--- src/design/bounded_array_deque_unit_macros.svh ---
// ----------------------------------------------------------------------------
// Bounded array deque assertion macros
// Shared concurrent assertion forms for the deque RTL.
// ----------------------------------------------------------------------------
`ifndef BOUNDED_ARRAY_DEQUE_UNIT_MACROS_SVH
`define BOUNDED_ARRAY_DEQUE_UNIT_MACROS_SVH

// Same-cycle implication, disabled while reset is asserted.
`define BDQ_ASSERT_IMP(name, clk, rst_n, ante, cons, msg) \
  name: assert property (@(posedge clk) disable iff (!rst_n) (ante) |-> (cons)) \
    else $error(msg);

// Next-cycle implication, disabled while reset is asserted.
`define BDQ_ASSERT_NXT(name, clk, rst_n, ante, cons, msg) \
  name: assert property (@(posedge clk) disable iff (!rst_n) (ante) |=> (cons)) \
    else $error(msg);

`endif

--- src/design/bdq_pkg.sv ---
// ----------------------------------------------------------------------------
// Bounded array deque package
// Sizes, request and status codes, and types shared by the deque modules.
// ----------------------------------------------------------------------------
`default_nettype none

package bdq_pkg;

  localparam int unsigned DEPTH       = 16;
  localparam int unsigned ENTRY_WIDTH = 32;
  localparam int unsigned SLOT_W      = $clog2(DEPTH);
  localparam int unsigned CNT_W       = $clog2(DEPTH + 1);

  // Field widths of the request and response transfers.
  localparam int unsigned REQ_W    = 3;
  localparam int unsigned VALUE_W  = 32;
  localparam int unsigned POS_W    = 4;
  localparam int unsigned STATUS_W = 2;
  localparam int unsigned COUNT_W  = 5;

  typedef logic [ENTRY_WIDTH-1:0] entry_t;
  typedef logic [SLOT_W-1:0]      slot_t;
  typedef logic [CNT_W-1:0]       cnt_t;
  typedef logic [VALUE_W-1:0]     value_t;
  typedef logic [POS_W-1:0]       pos_t;
  typedef logic [COUNT_W-1:0]     count_t;

  typedef enum logic [REQ_W-1:0] {
    REQ_PUSH_FRONT = 3'd0,
    REQ_PUSH_BACK  = 3'd1,
    REQ_POP_FRONT  = 3'd2,
    REQ_POP_BACK   = 3'd3,
    REQ_READ_POS   = 3'd4,
    REQ_READ_FRONT = 3'd5,
    REQ_READ_BACK  = 3'd6
  } req_e;

  typedef enum logic [STATUS_W-1:0] {
    ST_OK    = 2'd0,
    ST_FULL  = 2'd1,
    ST_EMPTY = 2'd2
  } status_e;

  // Per-cell command: shift takes the lower neighbour's entry, load takes the item.
  typedef struct packed {
    logic shift;
    logic load;
  } cell_ctrl_t;

  typedef struct packed {
    status_e status;
    logic    has_value;
    cnt_t    count;
  } result_t;

endpackage

`default_nettype wire

--- src/design/bdq_req_if.sv ---
// ----------------------------------------------------------------------------
// Deque request channel
// Valid/ready channel carrying one request per transfer.
// ----------------------------------------------------------------------------
`default_nettype none

interface bdq_req_if;
  logic                           valid;
  logic                           ready;
  logic [bdq_pkg::REQ_W-1:0]      req_type;
  logic [bdq_pkg::VALUE_W-1:0]    item_value;
  logic [bdq_pkg::POS_W-1:0]      position;

  modport source (output valid, output req_type, output item_value, output position,
                  input ready);
  modport sink   (input valid, input req_type, input item_value, input position,
                  output ready);
endinterface

`default_nettype wire

--- src/design/bdq_rsp_if.sv ---
// ----------------------------------------------------------------------------
// Deque response channel
// Valid/ready channel carrying one result per transfer.
// ----------------------------------------------------------------------------
`default_nettype none

interface bdq_rsp_if;
  logic                           valid;
  logic                           ready;
  logic [bdq_pkg::VALUE_W-1:0]    read_value;
  logic [bdq_pkg::STATUS_W-1:0]   status;
  logic [bdq_pkg::COUNT_W-1:0]    count;

  modport source (output valid, output read_value, output status, output count,
                  input ready);
  modport sink   (input valid, input read_value, input status, input count,
                  output ready);
endinterface

`default_nettype wire

--- src/design/bdq_cell.sv ---
// ----------------------------------------------------------------------------
// Deque storage cell
// Holds one entry; shifts in its lower neighbour's entry or loads a new item.
// ----------------------------------------------------------------------------
`default_nettype none

module bdq_cell (
  input  wire                  clk_i,
  input  bdq_pkg::cell_ctrl_t  ctrl_i,
  input  bdq_pkg::entry_t      shift_in_i,
  input  bdq_pkg::entry_t      item_i,
  output bdq_pkg::entry_t      entry_o
);

  bdq_pkg::entry_t entry_q;

  always_ff @(posedge clk_i) begin
    if (ctrl_i.shift) begin
      entry_q <= shift_in_i;
    end else if (ctrl_i.load) begin
      entry_q <= item_i;
    end
  end

  assign entry_o = entry_q;

endmodule

`default_nettype wire

--- src/design/bdq_ctrl.sv ---
// ----------------------------------------------------------------------------
// Deque pointer control
// Keeps front, back and count, decodes requests into cell commands and results.
// ----------------------------------------------------------------------------
`default_nettype none
`include "bounded_array_deque_unit_macros.svh"

module bdq_ctrl (
  input  wire                          clk_i,
  input  wire                          rst_ni,
  input  wire                          req_valid_i,
  input  wire [bdq_pkg::REQ_W-1:0]     req_type_i,
  input  bdq_pkg::pos_t                position_i,
  output bdq_pkg::cell_ctrl_t          cell_ctrl_o [bdq_pkg::DEPTH],
  output bdq_pkg::slot_t               rd_idx_o,
  output bdq_pkg::result_t             result_o
);

  localparam int unsigned CmpW = (bdq_pkg::CNT_W > bdq_pkg::POS_W) ?
                                 bdq_pkg::CNT_W : bdq_pkg::POS_W;

  bdq_pkg::slot_t front_q, front_d;
  bdq_pkg::slot_t back_q, back_d;
  bdq_pkg::cnt_t  count_q, count_d;

  logic            last_slot;
  logic            empty;
  logic            pos_ok;
  logic            shift_en;
  logic            load_en;
  bdq_pkg::slot_t  load_idx;
  bdq_pkg::cnt_t   count_dec;
  bdq_pkg::req_e   op;

  always_comb begin
    op        = bdq_pkg::req_e'(req_type_i);
    last_slot = (back_q == bdq_pkg::slot_t'(bdq_pkg::DEPTH - 1));
    empty     = (count_q == '0);
    pos_ok    = (CmpW'(position_i) < CmpW'(count_q));
    count_dec = count_q - bdq_pkg::cnt_t'(1);

    front_d   = front_q;
    back_d    = back_q;
    count_d   = count_q;
    shift_en  = 1'b0;
    load_en   = 1'b0;
    load_idx  = '0;
    rd_idx_o  = front_q;
    result_o.status    = bdq_pkg::ST_OK;
    result_o.has_value = 1'b0;

    if (req_valid_i) begin
      case (op)
        bdq_pkg::REQ_PUSH_FRONT: begin
          if (empty) begin
            front_d = '0;
            back_d  = '0;
            load_en = 1'b1;
            count_d = bdq_pkg::cnt_t'(1);
          end else if (front_q == '0) begin
            if (last_slot) begin
              result_o.status = bdq_pkg::ST_FULL;
            end else begin
              // Every cell moves up one slot; cell zero takes the new item.
              shift_en = 1'b1;
              back_d   = back_q + bdq_pkg::slot_t'(1);
              count_d  = count_q + bdq_pkg::cnt_t'(1);
            end
          end else begin
            front_d  = front_q - bdq_pkg::slot_t'(1);
            load_en  = 1'b1;
            load_idx = front_q - bdq_pkg::slot_t'(1);
            count_d  = count_q + bdq_pkg::cnt_t'(1);
          end
        end
        bdq_pkg::REQ_PUSH_BACK: begin
          if (empty) begin
            front_d = '0;
            back_d  = '0;
            load_en = 1'b1;
            count_d = bdq_pkg::cnt_t'(1);
          end else if (last_slot) begin
            result_o.status = bdq_pkg::ST_FULL;
          end else begin
            back_d   = back_q + bdq_pkg::slot_t'(1);
            load_en  = 1'b1;
            load_idx = back_q + bdq_pkg::slot_t'(1);
            count_d  = count_q + bdq_pkg::cnt_t'(1);
          end
        end
        bdq_pkg::REQ_POP_FRONT: begin
          if (empty) begin
            result_o.status = bdq_pkg::ST_EMPTY;
          end else begin
            result_o.has_value = 1'b1;
            rd_idx_o = front_q;
            count_d  = count_dec;
            if (count_dec == '0) begin
              front_d = '0;
              back_d  = '0;
            end else begin
              front_d = front_q + bdq_pkg::slot_t'(1);
            end
          end
        end
        bdq_pkg::REQ_POP_BACK: begin
          if (empty) begin
            result_o.status = bdq_pkg::ST_EMPTY;
          end else begin
            result_o.has_value = 1'b1;
            rd_idx_o = back_q;
            count_d  = count_dec;
            if (count_dec == '0) begin
              front_d = '0;
              back_d  = '0;
            end else if (back_q != '0) begin
              back_d = back_q - bdq_pkg::slot_t'(1);
            end
          end
        end
        bdq_pkg::REQ_READ_POS: begin
          if (!pos_ok) begin
            result_o.status = bdq_pkg::ST_EMPTY;
          end else begin
            result_o.has_value = 1'b1;
            rd_idx_o = front_q + bdq_pkg::slot_t'(position_i);
          end
        end
        bdq_pkg::REQ_READ_FRONT: begin
          if (empty) begin
            result_o.status = bdq_pkg::ST_EMPTY;
          end else begin
            result_o.has_value = 1'b1;
            rd_idx_o = front_q;
          end
        end
        bdq_pkg::REQ_READ_BACK: begin
          if (empty) begin
            result_o.status = bdq_pkg::ST_EMPTY;
          end else begin
            result_o.has_value = 1'b1;
            rd_idx_o = back_q;
          end
        end
        default: begin
          // The unused request code leaves everything unchanged.
        end
      endcase
    end

    result_o.count = count_d;

    for (int i = 0; i < int'(bdq_pkg::DEPTH); i++) begin
      cell_ctrl_o[i].shift = shift_en;
      cell_ctrl_o[i].load  = load_en && (bdq_pkg::slot_t'(i) == load_idx);
    end
  end

  always_ff @(posedge clk_i or negedge rst_ni) begin
    if (!rst_ni) begin
      front_q <= '0;
      back_q  <= '0;
      count_q <= '0;
    end else if (req_valid_i) begin
      front_q <= front_d;
      back_q  <= back_d;
      count_q <= count_d;
    end
  end

  `BDQ_ASSERT_IMP(a_empty_at_home, clk_i, rst_ni, count_q == '0, (front_q == '0) && (back_q == '0), "empty deque has pointers away from slot zero")
  `BDQ_ASSERT_IMP(a_span_matches_count, clk_i, rst_ni, count_q != '0, (bdq_pkg::cnt_t'(back_q) - bdq_pkg::cnt_t'(front_q) + bdq_pkg::cnt_t'(1)) == count_q, "live span disagrees with count")
  `BDQ_ASSERT_NXT(a_full_no_change, clk_i, rst_ni, req_valid_i && (result_o.status == bdq_pkg::ST_FULL), $stable(count_q) && $stable(back_q) && $stable(front_q), "failed push changed the pointers")

endmodule

`default_nettype wire

--- src/design/bounded_array_deque_unit.sv ---
// Latency: a result is presented in the cycle after its request transfer.
// Throughput: one request per cycle while rsp.ready holds; the output register lets a new request
// transfer in the same cycle that the waiting result transfers out.
// A push front with the front at slot zero shifts every cell at the edge that takes the request.
// Reset clears the front, back, count and output valid; entries are not cleared.
// ----------------------------------------------------------------------------
// Bounded array deque unit
// A deque held in a row of storage cells, with a registered response channel.
// ----------------------------------------------------------------------------
`default_nettype none
`include "bounded_array_deque_unit_macros.svh"

module bounded_array_deque_unit (
  input  wire         clk_i,
  input  wire         rst_ni,
  bdq_req_if.sink     req,
  bdq_rsp_if.source   rsp
);

  // Each cell holds one slot of the store. On a front shift every cell takes
  // the entry of the cell below it, and cell zero takes the pushed item.
  bdq_pkg::entry_t      entry_w    [bdq_pkg::DEPTH];
  bdq_pkg::entry_t      shift_in_w [bdq_pkg::DEPTH];
  bdq_pkg::cell_ctrl_t  cell_ctrl_w [bdq_pkg::DEPTH];
  bdq_pkg::entry_t      item_w;
  bdq_pkg::slot_t       rd_idx_w;
  bdq_pkg::result_t     result_w;
  logic                 accept_w;

  logic                 rsp_valid_q;
  bdq_pkg::value_t      read_value_q;
  bdq_pkg::status_e     status_q;
  bdq_pkg::count_t      count_q;

  // A request transfers whenever the output register is empty or is being
  // emptied in the same cycle.
  assign req.ready = !rsp_valid_q || rsp.ready;
  assign accept_w  = req.valid && req.ready;
  assign item_w    = bdq_pkg::entry_t'(req.item_value);

  bdq_ctrl u_ctrl (
    .clk_i       (clk_i),
    .rst_ni      (rst_ni),
    .req_valid_i (accept_w),
    .req_type_i  (req.req_type),
    .position_i  (req.position),
    .cell_ctrl_o (cell_ctrl_w),
    .rd_idx_o    (rd_idx_w),
    .result_o    (result_w)
  );

  for (genvar g = 0; g < int'(bdq_pkg::DEPTH); g++) begin : g_cell
    if (g == 0) begin : g_first
      assign shift_in_w[g] = item_w;
    end else begin : g_rest
      assign shift_in_w[g] = entry_w[g-1];
    end

    bdq_cell u_cell (
      .clk_i      (clk_i),
      .ctrl_i     (cell_ctrl_w[g]),
      .shift_in_i (shift_in_w[g]),
      .item_i     (item_w),
      .entry_o    (entry_w[g])
    );
  end

  // Output register. The read data comes from the cells before this
  // request's own update, which lands at the same edge.
  always_ff @(posedge clk_i or negedge rst_ni) begin
    if (!rst_ni) begin
      rsp_valid_q <= 1'b0;
    end else if (accept_w) begin
      rsp_valid_q <= 1'b1;
    end else if (rsp.ready) begin
      rsp_valid_q <= 1'b0;
    end
  end

  always_ff @(posedge clk_i) begin
    if (accept_w) begin
      read_value_q <= result_w.has_value ? bdq_pkg::value_t'(entry_w[rd_idx_w]) : '0;
      status_q     <= result_w.status;
      count_q      <= bdq_pkg::count_t'(result_w.count);
    end
  end

  assign rsp.valid      = rsp_valid_q;
  assign rsp.read_value = read_value_q;
  assign rsp.status     = status_q;
  assign rsp.count      = count_q;

  `BDQ_ASSERT_NXT(a_accept_gives_result, clk_i, rst_ni, accept_w, rsp_valid_q, "transferred request left no result")
  `BDQ_ASSERT_IMP(a_ready_when_free, clk_i, rst_ni, !rsp_valid_q, req.ready, "request channel blocked with no result waiting")
  `BDQ_ASSERT_NXT(a_rsp_held, clk_i, rst_ni, rsp_valid_q && !rsp.ready, rsp_valid_q && $stable(read_value_q) && $stable(status_q) && $stable(count_q), "waiting result changed before its transfer")

endmodule

`default_nettype wire
--- src/flat_wrapper.sv ---
// flat-port wrapper written by rule: the top's interface ports become plain ports
module bounded_array_deque_unit_flat 
  (clk_i, rst_ni, req_valid, req_req_type, req_item_value, req_position, req_ready, rsp_valid, rsp_read_value, rsp_status, rsp_count, rsp_ready);
  bdq_req_if req_i ();
  bdq_rsp_if rsp_i ();
  input  wire clk_i;
  input  wire rst_ni;
  input wire logic [$bits(req_i.valid)-1:0] req_valid;
  input wire logic [$bits(req_i.req_type)-1:0] req_req_type;
  input wire logic [$bits(req_i.item_value)-1:0] req_item_value;
  input wire logic [$bits(req_i.position)-1:0] req_position;
  output wire logic [$bits(req_i.ready)-1:0] req_ready;
  output wire logic [$bits(rsp_i.valid)-1:0] rsp_valid;
  output wire logic [$bits(rsp_i.read_value)-1:0] rsp_read_value;
  output wire logic [$bits(rsp_i.status)-1:0] rsp_status;
  output wire logic [$bits(rsp_i.count)-1:0] rsp_count;
  input wire logic [$bits(rsp_i.ready)-1:0] rsp_ready;
  assign req_i.valid = req_valid;
  assign req_i.req_type = req_req_type;
  assign req_i.item_value = req_item_value;
  assign req_i.position = req_position;
  assign req_ready = req_i.ready;
  assign rsp_valid = rsp_i.valid;
  assign rsp_read_value = rsp_i.read_value;
  assign rsp_status = rsp_i.status;
  assign rsp_count = rsp_i.count;
  assign rsp_i.ready = rsp_ready;
  bounded_array_deque_unit u_core (.clk_i(clk_i), .rst_ni(rst_ni), .req(req_i), .rsp(rsp_i));
endmodule
--- config.mk ---
export PLATFORM = sky130hd
export DESIGN_NAME = bounded_array_deque_unit_flat
export DESIGN_NICKNAME = d
export VERILOG_FILES = /design/src/design/bdq_pkg.sv /design/src/design/bdq_req_if.sv /design/src/design/bdq_rsp_if.sv /design/src/design/bdq_cell.sv /design/src/design/bdq_ctrl.sv /design/src/design/bounded_array_deque_unit.sv /design/src/flat_wrapper.sv
export VERILOG_INCLUDE_DIRS = /design/src /design/src/design
export SDC_FILE = /design/constraint.sdc
export NUM_CORES = 1
export LEC_CHECK = 0
export ABC_CLOCK_PERIOD_IN_PS = 7400
export BUFFER_PORTS_ARGS = -buffer_cell sky130_fd_sc_hd__buf_4
export CAP_MARGIN = 5
export CORE_MARGIN = 3
export CORE_UTILIZATION = 45
export CTS_CLUSTER_SIZE = 10
export DETAILED_ROUTE_END_ITERATION = 10
export PLACE_DENSITY = 0.6
export RECOVER_POWER = 100
export REMOVE_ABC_BUFFERS = 1
export SYNTH_ARGS = -nofsm -noshare
export SYNTH_HDL_FRONTEND = slang
export SYNTH_SLANG_ARGS = --single-unit
--- constraint.sdc ---
create_clock -name clk_i -period 7.4 [get_ports clk_i]
set_input_delay 0.74 -clock clk_i [delete_from_list [all_inputs] [get_ports clk_i]]
set_output_delay 0.74 -clock clk_i [all_outputs]
set_load 0.03 [all_outputs]
==> results.md <==
- Pwr dens: ~320 nW/µm²
- Path depth of the worst reg2reg path: 12
- Worst EP arrival: between 6 and 7 ns
- H-tree levels: 3
- Final setup vio count: 0
- Starting DRT DRC Count: 2087
- Critical path fanouts, max: 32
- Mapped Area: 27500 µm²
- Status: finished with violations
- RR Startpoint: u_core.u_ctrl.count_q[1]$_DFFE_PN0P_
- GRT Residual Overflow: 0
- Crit. End Element: register
- Max stage delay on crit path: between 2 and 2.5 ns
- Worst-Skew Late Latency: approximately 0.60 ns
- CTS tree: built
- Max Cap Viol: 12
- Hold Path Stages: 1
- Worst Tran Pin Value: about 3.2 ns
- Gr busiest metal: met2
- Flop pwr share: between 40% and 50%
- Critical path class: register to register
- Clk slew on worst S/H paths: 0.05 ns
- Clock buffer depth: 3
- HPWL Detailed: 42.2 mm
- Worst Skew: between 0.02 and 0.03 ns
- Commonest non-fill, non-tap cell in the layout: edfxtp_1
- Initial antenna violation count: 0
- Layout area overhead: 9.94%
- # DRC: 0
- Clock sinks: 565
- CP Launch Type: register
- Row Count: 89
- Warnings from Yosys: 0
- Placed cells: approximately 3000
- Hold Crit Start: req_item_value[18]
- Asr flop ratio synth: 2.48%
- Routability cong.: a little under 0.9
- Sequential area share after synthesis: 61.5%
- Syn_area_per_cell: between 10 and 15 µm²
- Via Count: around 19000
- Non-Filler Instances: 3062
- Slew HR: -113%
- Area after DPL: 28600 µm²
- Post-synth top flop: edfxtp_1
- R2R Path End: u_core.rsp.read_value[2]$_SDFFCE_PN0P_
- FF+latch count, synth: ~570
- Switch Pwr: ~3200 µW
- Die W: between 200 and 300 µm
- Die area: approximately 64000 µm²
- Post-route cell area: 30200 µm²
- Gate power share: 27.5%
- DR pass1 iterations: 5
- RSZ-0062 raised after global routing: no
- Switching Fraction: around a third
- Worst hold path type: primary input to register
- DR vias/cell: between 6 and 7
- ANT nets after route: 0
- Bufs and invs on worst path: 3
- Post-synth EDFFs: roughly 550
- Synth Instances: 2302
- Routed WL per cell: approximately 25 µm
- Tmin final: 5.95 ns
- Flop2flop setup slack: around 1.4 ns
- Worst path cell trace: inv_1 -> ha_1 -> or4b_1 -> nand3_1 -> nor2_1 -> a22o_1 -> buf_4 -> a211oi_1 -> buf_4 -> a32oi_1 -> nand4_1 -> o21ai_0
- Worst hold endpoint: u_core.g_cell[0].u_cell.entry_o[18]$_DFFE_PP_
- Layout cells sized above 1: roughly 7.1%
- Total wire length: between 70 and 80 mm
- Initial Utilization: 46.1%
- Clock root cell: clkbuf_16
- GR Layer Usage met1: about 34%
- M2 GR Usage: 37.6%
- Critical Path Slowest Stage Cell: a211oi_1
- Global-route track usage on met3: ~3.8%
- Final cycle utilization of the critical path: roughly four fifths
- Core Area: 59700 µm²
- Global-route wire length before repair: about 120 mm
- Number of global-route vias before repair: ~19000
- Max-slew violation count: around 210
- CP required: about 7.7 ns
- Final net count: 2324
- Yosys cell types: 65
- Clk pwr share: between 30% and 40%
- GRT Util Overall: 23.9%
- Crit-path leading delay family: compound AO/OA/AOI/OAI gates
- PortBufs: just over 80
- Leak Pwr: 0.0123 µW
- Pin count of the biggest net entering global routing: 257
- Most frequent cells in the layout: edfxtp_1, a21o_1, nand2_1
- I/O Pins: 84
- Pint: 6300 µW
- Failing checks: capacitance limit, slew limit
- Hold Vio Cnt, Final: 0
- Cts bufs inserted: between 60 and 70
- VDD IR max: roughly 0.3 mV
- Die height: roughly 250 µm
- Achievable Freq: roughly 0.17 GHz
- Top cell by count, worst path: buf_4
[through the flow]
stage / hold slack (ns) / setup slack, ns / utilization [%] / TNS, ns / total power, µW
floorplan: 0.444 / -2.82 / - / -1352.41 / 5740
global placement: 0.517 / 2.62 / 47.9 / 0 / 6470
detailed placement: 0.525 / 2.52 / 47.9 / 0 / 6500
CTS: 0.290 / 2.46 / 51.2 / 0 / 9580
global route: 0.326 / 1.06 / 50.6 / 0 / 9930
finish: 0.345 / 1.45 / 50.6 / 0 / 9520
[cell type report]
| type | count | area (µm²) |
|---|---|---|
| multi-input combinational | 1490 | 9620 |
| tap | 773 | 967 |
| fill | 5245 | 29500 |
| timing repair buffer | 123 | 727 |
| sequential | 565 | 16900 |
| clock buffer | 86 | 1830 |
| antenna | 1 | 2.50 |
| clock inverter | 7 | 118 |
| inverter | 17 | 63.8 |
[layer usage]
metal	wire length (µm)	part of all wire, %
met1	34100	44
met2	35900	47
met5	0	0
met3	5250	6.8
met4	2000	2.6
[worst max-delay path by stage]
| stage | startpoint | to | slack, ns | depth (start not counted) |
|---|---|---|---|---|
| 2_1_floorplan | rsp_ready | u_core.g_cell[10].u_cell.entry_o[0]$_DFFE_PP_ | -2.82 | 5 |
| 3_3_place_gp | u_core.u_ctrl.front_q[1]$_DFFE_PN0P_ | u_core.g_cell[14].u_cell.entry_o[7]$_DFFE_PP_ | 2.62 | 10 |
| 3_5_place_dp | u_core.u_ctrl.front_q[1]$_DFFE_PN0P_ | u_core.g_cell[14].u_cell.entry_o[1]$_DFFE_PP_ | 2.52 | 10 |
| 4_1_cts | u_core.u_ctrl.front_q[1]$_DFFE_PN0P_ | u_core.g_cell[14].u_cell.entry_o[31]$_DFFE_PP_ | 2.46 | 10 |
| 5_1_grt | u_core.u_ctrl.front_q[1]$_DFFE_PN0P_ | u_core.g_cell[4].u_cell.entry_o[24]$_DFFE_PP_ | 1.06 | 10 |
| 6_report | u_core.u_ctrl.count_q[1]$_DFFE_PN0P_ | u_core.rsp.read_value[2]$_SDFFCE_PN0P_ | 1.45 | 12 |
[timing repair]
action / in CTS / in global routing
resized for setup: 0 / 0
buffers inserted: 0 / 0
hold buffers: 1 / 0
endpoints found under the hold margin: 14 / 0
[cell families after synthesis]
kind of cell	Yosys count	share of synthesized area, %
compound gates	830	21.7
simple gates	572	9.46
flops	565	61.5
buf+inv	247	4.09
mux	62	2.26
fa+ha+maj	16	0.755
xor+xnor	10	0.319
[registers in the layout (all words and copies together), names as in the netlist]
signal	cells
u_core.rsp.count	5
u_core.u_ctrl.front_q	4
u_core.rsp.read_value	32
u_core.g_cell.u_cell.entry_o	512
u_core.rsp.valid	1
u_core.rsp.status	2
u_core.u_ctrl.back_q	4
u_core.u_ctrl.count_q	5
[Yosys cell counts (3+ instances only)]
cell type | n | share of area (%)
inv_1 | 17 | 0.23
buf_6 | 15 | 0.61
and2_1 | 35 | 0.80
clkbuf_1 | 170 | 2.3
a21oi_1 | 79 | 1.4
a2111oi_0 | 15 | 0.48
a221oi_1 | 3 | 0.096
o21ai_0 | 67 | 1.2
dfrtp_1 | 14 | 1.3
nor4_1 | 3 | 0.068
nor3_1 | 4 | 0.073
a211oi_1 | 5 | 0.14
nor2_1 | 31 | 0.42
nand2b_1 | 6 | 0.14
buf_2 | 31 | 0.56
nand3_1 | 87 | 1.6
o31ai_1 | 5 | 0.14
o21ai_1 | 32 | 0.58
a22oi_1 | 4 | 0.11
or3_1 | 6 | 0.14
a221o_1 | 30 | 1.1
and3_1 | 18 | 0.41
a32oi_1 | 33 | 1.1
edfxtp_1 | 551 | 60
nand2_1 | 332 | 4.5
xnor2_1 | 8 | 0.25
buf_4 | 12 | 0.33
a31oi_1 | 36 | 0.82
nand4_1 | 35 | 0.80
mux2i_1 | 62 | 2.3
o22ai_1 | 8 | 0.18
o21a_1 | 4 | 0.11
ha_1 | 15 | 0.68
a21o_1 | 488 | 13
[power groups by stage]
stage | sequential [µW] | combinational (µW) | clock, µW
global route | 3840 | 2840 | 3250
CTS | 3820 | 2640 | 3130
finish | 3820 | 2620 | 3080
detailed placement | 3880 | 2620 | 0
floorplan | 3900 | 1830 | 0
global placement | 3880 | 2590 | 0
(Power assumes the default switching activity.)
